### src/rtl/atilt_pkg.sv
`timescale 1ns / 1ps
`default_nettype none
// ----------------------------------------------------------------------------
// Tilt package
// Shared constants, types and the CORDIC angle table for the tilt block.
// ----------------------------------------------------------------------------
package atilt_pkg;

    localparam int CalSamples = 100;
    localparam int FracBits   = 8;
    localparam int AngFrac    = 16;
    localparam int InScale    = 14;
    localparam int Steps      = 16;

    // CORDIC vector width: 17-bit magnitude scaled by 2^14 plus growth.
    localparam int VW = 36;
    // Angle accumulator width (degrees with 16 fractional bits).
    localparam int AW = 26;
    // Angle width after rounding (degrees with FracBits fractional bits).
    localparam int RW = 17;
    localparam int SW = 24;
    localparam int CW = 7;

    // Offset division by the sample count: multiply by the rounded-up
    // reciprocal scaled by 2^RecipShift, then shift. Exact for sum
    // magnitudes below 2^23.
    localparam int RecipShift = 30;
    localparam logic [SW-1:0] RecipMul =
        SW'(((64'd1 << RecipShift) + 64'(CalSamples) - 64'd1) / 64'(CalSamples));

    localparam logic signed [RW-1:0] AngLim = RW'(180 <<< FracBits);

    // Item kind codes.
    localparam logic KindMeasure = 1'b0;
    localparam logic KindCal     = 1'b1;

    // Commands from the controller to the datapath.
    typedef struct packed {
        logic load;       // capture a new sample
        logic sqrt_step;  // one square-root digit
        logic cord_init;  // set up a CORDIC run (sel picks operands)
        logic cord_step;  // one CORDIC iteration
        logic cord_save;  // store the rounded angle (sel picks target)
        logic sel;        // 0: pitch, 1: roll
        logic div_init;   // capture sum magnitudes and signs
        logic div_step;   // reciprocal multiply for the offsets
        logic finish;     // update calibration state and form the result
    } atilt_cmd_t;

    // Status from the datapath to the controller.
    typedef struct packed {
        logic cal_item;   // current item is a calibration sample
        logic cal_full;   // this calibration item completes the run
    } atilt_sts_t;

    function automatic logic signed [AW-1:0] atan_tab(input logic [3:0] i);
        logic signed [AW-1:0] r;
        unique case (i)
            4'd0:  r = AW'(2949120);
            4'd1:  r = AW'(1740967);
            4'd2:  r = AW'(919879);
            4'd3:  r = AW'(466945);
            4'd4:  r = AW'(234379);
            4'd5:  r = AW'(117304);
            4'd6:  r = AW'(58666);
            4'd7:  r = AW'(29335);
            4'd8:  r = AW'(14668);
            4'd9:  r = AW'(7334);
            4'd10: r = AW'(3667);
            4'd11: r = AW'(1833);
            4'd12: r = AW'(917);
            4'd13: r = AW'(458);
            4'd14: r = AW'(229);
            default: r = AW'(115);
        endcase
        return r;
    endfunction

endpackage
`default_nettype wire

### src/rtl/atilt_ctrl.sv
`timescale 1ns / 1ps
`default_nettype none
// ----------------------------------------------------------------------------
// Tilt controller
// Sequences square root, two CORDIC runs, the offset division and output.
// ----------------------------------------------------------------------------
module atilt_ctrl (
    input  wire logic                  clk,
    input  wire logic                  rst_n,
    input  wire logic                  in_fire,
    input  wire logic                  out_busy,
    input  wire atilt_pkg::atilt_sts_t sts,
    output logic                       in_ready,
    output logic                       out_load,
    output atilt_pkg::atilt_cmd_t      cmd
);
    import atilt_pkg::*;

    localparam logic [2:0] S_IDLE  = 3'd0;
    localparam logic [2:0] S_SQRT  = 3'd1;
    localparam logic [2:0] S_CORD  = 3'd2;
    localparam logic [2:0] S_SAVE  = 3'd3;
    localparam logic [2:0] S_DIV   = 3'd4;
    localparam logic [2:0] S_FIN   = 3'd5;
    localparam logic [2:0] S_OUT   = 3'd6;

    logic [2:0] state_reg, state_next;
    logic [4:0] cnt_reg, cnt_next;
    logic       sel_reg, sel_next;

    // Next-state and command decode.
    always_comb
    begin
        state_next = state_reg;
        cnt_next   = cnt_reg;
        sel_next   = sel_reg;
        cmd        = '0;
        cmd.sel    = sel_reg;
        in_ready   = 1'b0;
        out_load   = 1'b0;
        unique case (state_reg)
            S_IDLE:
            begin
                in_ready = 1'b1;
                if (in_fire)
                begin
                    cmd.load   = 1'b1;
                    cnt_next   = '0;
                    state_next = S_SQRT;
                end
            end
            S_SQRT:
            begin
                cmd.sqrt_step = 1'b1;
                cnt_next = cnt_reg + 5'd1;
                if (cnt_reg == 5'd15)
                begin
                    sel_next   = 1'b0;
                    state_next = S_CORD;
                    cnt_next   = '0;
                end
            end
            S_CORD:
            begin
                if (cnt_reg == 5'd0)
                    cmd.cord_init = 1'b1;
                else
                    cmd.cord_step = 1'b1;
                cnt_next = cnt_reg + 5'd1;
                if (cnt_reg == 5'd16)
                    state_next = S_SAVE;
            end
            S_SAVE:
            begin
                cmd.cord_save = 1'b1;
                cnt_next = '0;
                if (sel_reg == 1'b0)
                begin
                    sel_next   = 1'b1;
                    state_next = S_CORD;
                end
                else if (sts.cal_item && sts.cal_full)
                    state_next = S_DIV;
                else
                    state_next = S_FIN;
            end
            // The roll angle is stored by now, so the new sums are complete.
            S_DIV:
            begin
                if (cnt_reg == 5'd0)
                    cmd.div_init = 1'b1;
                else
                begin
                    cmd.div_step = 1'b1;
                    state_next   = S_FIN;
                end
                cnt_next = cnt_reg + 5'd1;
            end
            S_FIN:
            begin
                cmd.finish = 1'b1;
                state_next = S_OUT;
            end
            S_OUT:
            begin
                if (!out_busy)
                begin
                    out_load   = 1'b1;
                    state_next = S_IDLE;
                end
            end
            default: state_next = S_IDLE;
        endcase
    end

    always_ff @(posedge clk or negedge rst_n)
    begin
        if (!rst_n)
        begin
            state_reg <= S_IDLE;
            cnt_reg   <= '0;
            sel_reg   <= 1'b0;
        end
        else
        begin
            state_reg <= state_next;
            cnt_reg   <= cnt_next;
            sel_reg   <= sel_next;
        end
    end

endmodule
`default_nettype wire

### src/rtl/atilt_dp.sv
`timescale 1ns / 1ps
`default_nettype none
// ----------------------------------------------------------------------------
// Tilt datapath
// Bit-serial square root, shared CORDIC vectoring unit, reciprocal-multiply
// offset division and the calibration accumulators.
// ----------------------------------------------------------------------------
module atilt_dp (
    input  wire logic                  clk,
    input  wire logic                  rst_n,
    input  wire atilt_pkg::atilt_cmd_t cmd,
    input  wire logic                  kind,
    input  wire logic signed [15:0]    accel_x,
    input  wire logic signed [15:0]    accel_y,
    input  wire logic signed [15:0]    accel_z,
    output atilt_pkg::atilt_sts_t      sts,
    output logic signed [9:0]          pitch_deg,
    output logic signed [8:0]          roll_deg,
    output logic                       cal_done
);
    import atilt_pkg::*;

    // Sample registers.
    logic                kind_reg;
    logic signed [15:0]  x_reg, y_reg, z_reg;

    // Square root state (32-bit radicand, two bits per step).
    logic [31:0] rad_reg;
    logic [16:0] root_reg;
    logic [17:0] rem_reg;

    // CORDIC state.
    logic signed [VW-1:0] cx_reg, cy_reg;
    logic signed [AW-1:0] acc_reg;
    logic [3:0]           it_reg;
    logic                 zero_reg;

    // Angles.
    logic signed [RW-1:0] pitch_raw_reg, roll_raw_reg;

    // Calibration state.
    logic signed [RW-1:0] pitch_off_reg, roll_off_reg;
    logic signed [SW-1:0] pitch_sum_reg, roll_sum_reg;
    logic [CW-1:0]        cal_cnt_reg;

    // Division state: sum magnitudes, then quotients, with their signs.
    logic [SW-1:0] pq_reg, rq_reg;
    logic          pneg_reg, rneg_reg;

    logic signed [SW-1:0] pitch_sum_new, roll_sum_new;
    assign pitch_sum_new = pitch_sum_reg + SW'(pitch_raw_reg);
    assign roll_sum_new  = roll_sum_reg + SW'(roll_raw_reg);

    assign sts.cal_item = kind_reg;
    assign sts.cal_full = (32'(cal_cnt_reg) + 32'd1 >= 32'(CalSamples));

    // Square root step.
    logic [17:0] rem_sh, trial;
    always_comb
    begin
        rem_sh = {rem_reg[15:0], rad_reg[31:30]};
        trial  = {root_reg[15:0], 2'b01};
    end

    // CORDIC operand setup and step.
    logic signed [VW-1:0] a_in, b_in, sa, sb, nx, ny, dx, dy;
    logic signed [AW-1:0] nacc;
    always_comb
    begin
        if (!cmd.sel)
        begin
            a_in = VW'(z_reg);
            b_in = VW'(y_reg);
        end
        else
        begin
            a_in = VW'($signed({1'b0, root_reg}));
            b_in = -VW'(x_reg);
        end
        sa = a_in <<< InScale;
        sb = b_in <<< InScale;
        nx   = sa;
        ny   = sb;
        nacc = '0;
        if (sa < 0)
        begin
            if (sb >= 0)
            begin
                nx = sb; ny = -sa; nacc = AW'(90 <<< AngFrac);
            end
            else
            begin
                nx = -sb; ny = sa; nacc = -AW'(90 <<< AngFrac);
            end
        end
        dx = cy_reg >>> it_reg;
        dy = cx_reg >>> it_reg;
    end

    // Rounding of the finished angle.
    logic signed [AW-1:0] rnd;
    logic signed [RW-1:0] ang, ang_cl;
    always_comb
    begin
        rnd = (acc_reg + AW'(1 <<< (AngFrac - FracBits - 1))) >>> (AngFrac - FracBits);
        ang = RW'(rnd);
        if (zero_reg)
            ang_cl = '0;
        else if (rnd > AW'(AngLim))
            ang_cl = AngLim;
        else if (rnd < -AW'(AngLim))
            ang_cl = -AngLim;
        else
            ang_cl = ang;
    end

    // Quotient of a magnitude by the sample count via the scaled reciprocal.
    logic [2*SW-1:0] pprod, rprod;
    assign pprod = (2*SW)'(pq_reg) * (2*SW)'(RecipMul);
    assign rprod = (2*SW)'(rq_reg) * (2*SW)'(RecipMul);

    // Offset update values and output.
    logic signed [RW-1:0] p_off_use, r_off_use;
    logic signed [RW:0]   pd, rd;
    logic                 done_now;
    always_comb
    begin
        done_now  = kind_reg && sts.cal_full;
        p_off_use = pitch_off_reg;
        r_off_use = roll_off_reg;
        if (done_now)
        begin
            p_off_use = pneg_reg ? -RW'(pq_reg) : RW'(pq_reg);
            r_off_use = rneg_reg ? -RW'(rq_reg) : RW'(rq_reg);
        end
        pd = (RW+1)'(pitch_raw_reg) - (RW+1)'(p_off_use);
        rd = (RW+1)'(roll_raw_reg) - (RW+1)'(r_off_use);
    end

    logic signed [RW:0] pc, rc;
    assign pc = -((-pd) >>> FracBits);
    assign rc = -((-rd) >>> FracBits);

    always_ff @(posedge clk)
    begin
        if (cmd.load)
        begin
            kind_reg <= kind;
            x_reg    <= accel_x;
            y_reg    <= accel_y;
            z_reg    <= accel_z;
            rad_reg  <= 32'(accel_y) * 32'(accel_y) + 32'(accel_z) * 32'(accel_z);
            root_reg <= '0;
            rem_reg  <= '0;
        end
        if (cmd.sqrt_step)
        begin
            rad_reg <= {rad_reg[29:0], 2'b00};
            if (rem_sh >= trial)
            begin
                rem_reg  <= rem_sh - trial;
                root_reg <= {root_reg[15:0], 1'b1};
            end
            else
            begin
                rem_reg  <= rem_sh;
                root_reg <= {root_reg[15:0], 1'b0};
            end
        end
        if (cmd.cord_init)
        begin
            cx_reg   <= nx;
            cy_reg   <= ny;
            acc_reg  <= nacc;
            it_reg   <= '0;
            zero_reg <= (a_in == 0) && (b_in == 0);
        end
        if (cmd.cord_step)
        begin
            it_reg <= it_reg + 4'd1;
            if (cy_reg > 0)
            begin
                cx_reg  <= cx_reg + dx;
                cy_reg  <= cy_reg - dy;
                acc_reg <= acc_reg + atan_tab(it_reg);
            end
            else
            begin
                cx_reg  <= cx_reg - dx;
                cy_reg  <= cy_reg + dy;
                acc_reg <= acc_reg - atan_tab(it_reg);
            end
        end
        if (cmd.cord_save)
        begin
            if (!cmd.sel)
                pitch_raw_reg <= -ang_cl;
            else
                roll_raw_reg <= ang_cl;
        end
        if (cmd.div_init)
        begin
            pneg_reg <= pitch_sum_new[SW-1];
            rneg_reg <= roll_sum_new[SW-1];
            pq_reg   <= pitch_sum_new[SW-1] ? -pitch_sum_new : pitch_sum_new;
            rq_reg   <= roll_sum_new[SW-1] ? -roll_sum_new : roll_sum_new;
        end
        if (cmd.div_step)
        begin
            pq_reg <= SW'(pprod >> RecipShift);
            rq_reg <= SW'(rprod >> RecipShift);
        end
        if (cmd.finish)
        begin
            pitch_deg <= pc[9:0];
            roll_deg  <= rc[8:0];
            cal_done  <= done_now;
        end
    end

    // Calibration state.
    always_ff @(posedge clk or negedge rst_n)
    begin
        if (!rst_n)
        begin
            pitch_off_reg <= '0;
            roll_off_reg  <= '0;
            pitch_sum_reg <= '0;
            roll_sum_reg  <= '0;
            cal_cnt_reg   <= '0;
        end
        else if (cmd.finish && kind_reg == KindCal)
        begin
            if (done_now)
            begin
                pitch_off_reg <= p_off_use;
                roll_off_reg  <= r_off_use;
                pitch_sum_reg <= '0;
                roll_sum_reg  <= '0;
                cal_cnt_reg   <= '0;
            end
            else
            begin
                pitch_sum_reg <= pitch_sum_new;
                roll_sum_reg  <= roll_sum_new;
                cal_cnt_reg   <= cal_cnt_reg + CW'(1);
            end
        end
    end

endmodule
`default_nettype wire

### src/rtl/accel_tilt_with_offset_calibration.sv
`timescale 1ns / 1ps
`default_nettype none
// Sequence: after an input beat is taken, 16 square-root steps, two CORDIC runs
// with a save after each, finish, then the output register load, which waits
// while the previous output beat is still held; the item that completes
// calibration adds the offset division (init, reciprocal multiply) before finish.
// One item in flight: no input beat is taken until the output register has loaded.
// Reset clears offsets, sums, the sample count and the output valid.
// ----------------------------------------------------------------------------
// Accelerometer tilt with offset calibration
// Pitch and roll from a 3-axis sample by CORDIC, with averaged offsets.
// ----------------------------------------------------------------------------
module accel_tilt_with_offset_calibration (
    input  wire logic        clk,
    input  wire logic        rst_n,
    input  wire logic        s_axis_tvalid,
    output logic             s_axis_tready,
    input  wire logic [47:0] s_axis_tdata,  // accel_x, accel_y, accel_z
    input  wire logic        s_axis_tuser,  // kind
    output logic             m_axis_tvalid,
    input  wire logic        m_axis_tready,
    output logic [23:0]      m_axis_tdata,  // pitch_deg, roll_deg, cal_done, zero pad
    output logic             m_axis_tuser
);
    import atilt_pkg::*;

    atilt_cmd_t cmd;
    atilt_sts_t sts;
    logic       in_fire, out_load;
    logic signed [9:0] pitch_deg;
    logic signed [8:0] roll_deg;
    logic              cal_done;

    logic        ovalid_reg;
    logic [23:0] odata_reg;

    assign in_fire = s_axis_tvalid && s_axis_tready;

    atilt_ctrl u_ctrl (
        .clk      (clk),
        .rst_n    (rst_n),
        .in_fire  (in_fire),
        .out_busy (ovalid_reg && !m_axis_tready),
        .sts      (sts),
        .in_ready (s_axis_tready),
        .out_load (out_load),
        .cmd      (cmd)
    );

    atilt_dp u_dp (
        .clk       (clk),
        .rst_n     (rst_n),
        .cmd       (cmd),
        .kind      (s_axis_tuser),
        .accel_x   (s_axis_tdata[15:0]),
        .accel_y   (s_axis_tdata[31:16]),
        .accel_z   (s_axis_tdata[47:32]),
        .sts       (sts),
        .pitch_deg (pitch_deg),
        .roll_deg  (roll_deg),
        .cal_done  (cal_done)
    );

    // Output beat register.
    always_ff @(posedge clk or negedge rst_n)
    begin
        if (!rst_n)
            ovalid_reg <= 1'b0;
        else if (out_load)
            ovalid_reg <= 1'b1;
        else if (m_axis_tready)
            ovalid_reg <= 1'b0;
    end

    always_ff @(posedge clk)
    begin
        if (out_load)
            odata_reg <= {4'b0, cal_done, roll_deg, pitch_deg};
    end

    assign m_axis_tvalid = ovalid_reg;
    assign m_axis_tdata  = odata_reg;
    assign m_axis_tuser  = 1'b0;

endmodule
`default_nettype wire
### config.mk
export PLATFORM = sky130hd
export DESIGN_NAME = accel_tilt_with_offset_calibration
export DESIGN_NICKNAME = d
export VERILOG_FILES = /design/src/rtl/atilt_pkg.sv /design/src/rtl/atilt_ctrl.sv /design/src/rtl/atilt_dp.sv /design/src/rtl/accel_tilt_with_offset_calibration.sv
export SDC_FILE = /design/constraint.sdc
export NUM_CORES = 2
export LEC_CHECK = 0
export ABC_CLOCK_PERIOD_IN_PS = 8300
export BUFFER_PORTS_ARGS = -buffer_cell sky130_fd_sc_hd__clkbuf_2
export CORE_MARGIN = 10
export CORE_UTILIZATION = 50
export CTS_BUF_LIST = sky130_fd_sc_hd__clkbuf_4 sky130_fd_sc_hd__clkbuf_8 sky130_fd_sc_hd__clkbuf_16
export DETAILED_ROUTE_END_ITERATION = 8
export PLACE_DENSITY = 0.65
export SLEW_MARGIN = 15
export SYNTH_ARGS = -nofsm -noshare
export SYNTH_HDL_FRONTEND = slang
export SYNTH_SLANG_ARGS = --single-unit
### constraint.sdc
create_clock -name clk -period 8.3 [get_ports clk]
set_clock_uncertainty 0.05 [all_clocks]
set_input_delay 1.66 -clock clk [delete_from_list [all_inputs] [get_ports clk]]
set_output_delay 1.66 -clock clk [all_outputs]
set_load 0.005 [all_outputs]
==> results by group <==
Drt
  – Routed len/inst: 19.69 um
  – Initial detailed-routing violation count: 3,505
  – Final wirelength: 192,400 um
  – Residual DRC count: 0
  – Mean number of vias per cell: 5.523
  – Antenna-violating nets left: 0
  – Vias post-DR: 53,970
  – Pre-antenna DRT Iters: 8

Global route
  – GRT Total Usage: 0.2387
  – Met3 Resource Use GR: 0.02750
  – Met1 Usage GRT: 0.3134
  – Initial antenna violation count: 7
  – Met2 Use GR: 0.4133
  – Global routing's busiest layer: met2
  – First-pass GRT wire length: 311,000 um
  – Largest net degree at the start of global routing: 82
  – Number of global-route vias before repair: 57,090
  – Overflow after GRT: 0

Placement
  – GPL Wtd Cong: 0.9573
  – Dpl hpwl: 159,800 um
  – Port bufs: 74
  – Dpl ws: -748.6 ps
  – DP Area: 78,260 um2

Worst setup path
  – Most frequent CP cell: fa_1
  – Slowest-stage cell, CP: fa_2
  – CP startpoint kind: input port
  – Worst path required time: 8670 ps
  – Critical Path End Type: flop
  – Critical Path Fanout Max: 6
  – CP max stage delay: 660 ps
  – Crit path DAT: 8490 ps
  – Reg2reg setup slack: 590 ps
  – WS Path Type: input port to flop
  – R2R depth: 25
  – Critical R2R Capture: u_dp.pq_reg[17]
  – Worst R2R Start: u_dp.pq_reg[10]

Logic synthesis
  – Synth Area per Inst: 9.784 um2
  – Async S/R FF share, synth: 0.2143
  – Synth unique cells: 100
  – Post-synth EDFFs: 327
  – Seq/Total Area, Yosys: 0.1776
  – Yosys reg bits: 462
  – Synth warnings: 0
  – Area of the mapped netlist: 73,300 um2
  – Ys flop type: edfxtp_1
  – Cells after Synth: 7,492

Clock tree
  – Worst-path clk slew: 60 ps
  – Num CTS Buffers: 56
  – H-tree levels: 2
  – Hold-fix buffers, CTS: 0
  – Worst-Skew Late Latency: 680 ps
  – Clock Sinks: 462
  – Clk root buf: clkbuf_16
  – TritonCTS clock tree: yes
  – CTS max path bufs: 3

Timing
  – Max Fclk: 0.1232 GHz
  – Final setup margin: 185.1 ps
  – Final setup TNS: 0 ps
  – Final hold violation count: 0
  – Worst slew pin tran: 1089 ps
  – Setup violators final: 0
  – Slew HR: 0.2684
  – Crit share post-route: 0.9777
  – Slew Limit Fails: 0
  – Final min period: 8115 ps

Hold path
  – Hold_sp: u_dp.pitch_deg[9]
  – Hold EP: m_axis_tdata[9]
  – Hold WC Path Type: flop to flop
  – Worst hold stages: 0

Floorplan
  – Row cnt: 140
  – Die H: 402.9 um
  – Initial Util: 0.5029
  – Core Area: 145,700 um2
  – I/O pins: 80
  – Die area: 162,300 um2
  – Die width: 402.9 um

Outcome
  – Outcome: completed

Finish
  – Growth of design area from synthesis to finish: 9.871%
  – Utilization after layout: 0.5526
  – Layout cells sized above 1: 0.1065
  – Fin area: 80,530 um2
  – Layout fillers: 13,000
  – Final nets: 9,792

Flow run
  – Max Cap Violations: 0
-- Yosys cell counts (all sizes together), types with 46 or more instances --
| library cell | n | area [um2] |
|---|---|---|
| nand3 | 86 | 430.4 |
| a21oi | 390 | 1956 |
| and2 | 127 | 797.0 |
| o21a | 50 | 375.4 |
| buf | 46 | 274.0 |
| fa | 980 | 19620 |
| nor3 | 77 | 385.4 |
| nor2 | 465 | 1750 |
| edfxtp | 327 | 9819 |
| nand2 | 457 | 1715 |
| mux2i | 75 | 750.7 |
| a21o | 114 | 855.8 |
| ha | 955 | 11950 |
| o21ai | 309 | 1546 |
| clkbuf | 163 | 615.6 |
| xor2 | 182 | 1594 |
| dfrtp | 99 | 2477 |
| and3 | 63 | 394.1 |
| a31oi | 61 | 381.6 |
| nor2b | 62 | 387.9 |
| mux2 | 50 | 563.0 |
| xnor2 | 298 | 2610 |
| a211oi | 57 | 432.9 |
| inv | 1395 | 5236 |
| nand2b | 53 | 331.6 |
| mux4 | 85 | 1952 |
-- worst max-delay path: cells and delay by family --
kind / cells / cell delay [ps]
fa+ha+maj: 9 / 4620
compound gates: 8 / 1050
xor+xnor: 1 / 130
simple gates: 1 / 170
buf+inv: 8 / 810
-- layout by cell type, fill, tap and decap left out, types with 59 or more instances in the layout --
master and n:
nor2_1 450, and2_1 113, mux2i_1 75, clkbuf_2 59
mux4_2 75, edfxtp_1 327, buf_4 360, dfrtp_1 98
nand2_1 451, o21ai_0 292, a21o_1 114, a31oi_1 61
nor3_1 77, xor2_1 182, xnor2_1 298, inv_1 1382
a21oi_1 377, ha_1 944, nand3_1 86, fa_1 965
and3_1 63
-- stage by stage --
step,instances,hold slack [ps]
2_1_floorplan,7496,350.3
3_3_place_gp,9658,351.7
3_5_place_dp,9658,354.5
4_1_cts,9764,368.5
5_1_grt,9770,374.5
6_report,9772,368.9
-- cell families after synthesis --
| kind of cell | share of synthesized area |
|---|---|
| flip-flops | 0.1776 |
| AND/OR/NAND/NOR | 0.1004 |
| adder cells (fa/ha/maj) | 0.4307 |
| other | 0.00005116 |
| multiplexers | 0.04455 |
| AO/OA/AOI/OAI | 0.1055 |
| buffers and inverters | 0.08383 |
| XOR/XNOR | 0.05735 |
-- metal layers --
layer	vias up	wire, um
met5	-	59
met4	8	6247
met3	295	9720
met2	1348	93790
met1	26850	82630
li1	25470	-
-- repair_timing --
item                                    4_1_cts  5_1_grt
buffers inserted                              0        4
pin swaps                                     0       69
gates resized for setup                       1      121
endpoints found under the setup margin        1       14
-- worst max-delay path by stage --
stage | startpoint | endpoint | slack, ps
floorplan | s_axis_tdata[18] | u_dp.rad_reg[31] | -140
global placement | s_axis_tdata[18] | u_dp.rad_reg[31] | -730
detailed placement | s_axis_tdata[18] | u_dp.rad_reg[31] | -750
CTS | s_axis_tdata[18] | u_dp.rad_reg[28] | 40
global route | s_axis_tdata[20] | u_dp.rad_reg[30] | -40
finish | s_axis_tdata[20] | u_dp.rad_reg[31] | 190
-- layout make-up --
| class | instances | area [um2] | area share |
|---|---|---|---|
| multi-input combinational | 5425 | 54550 | 0.6774 |
| sequential | 462 | 13020 | 0.1617 |
| inverter | 1400 | 5263 | 0.06535 |
| timing repair buffer | 459 | 3467 | 0.04305 |
| tap | 1917 | 2399 | 0.02978 |
| clock buffer | 71 | 1539 | 0.01911 |
| clock inverter | 35 | 290.3 | 0.003604 |
| antenna | 3 | 7.507 | 0.00009322 |
Power is not shown: default switching activity piles up to over one toggle a cycle in this logic, so the estimate is an artifact.
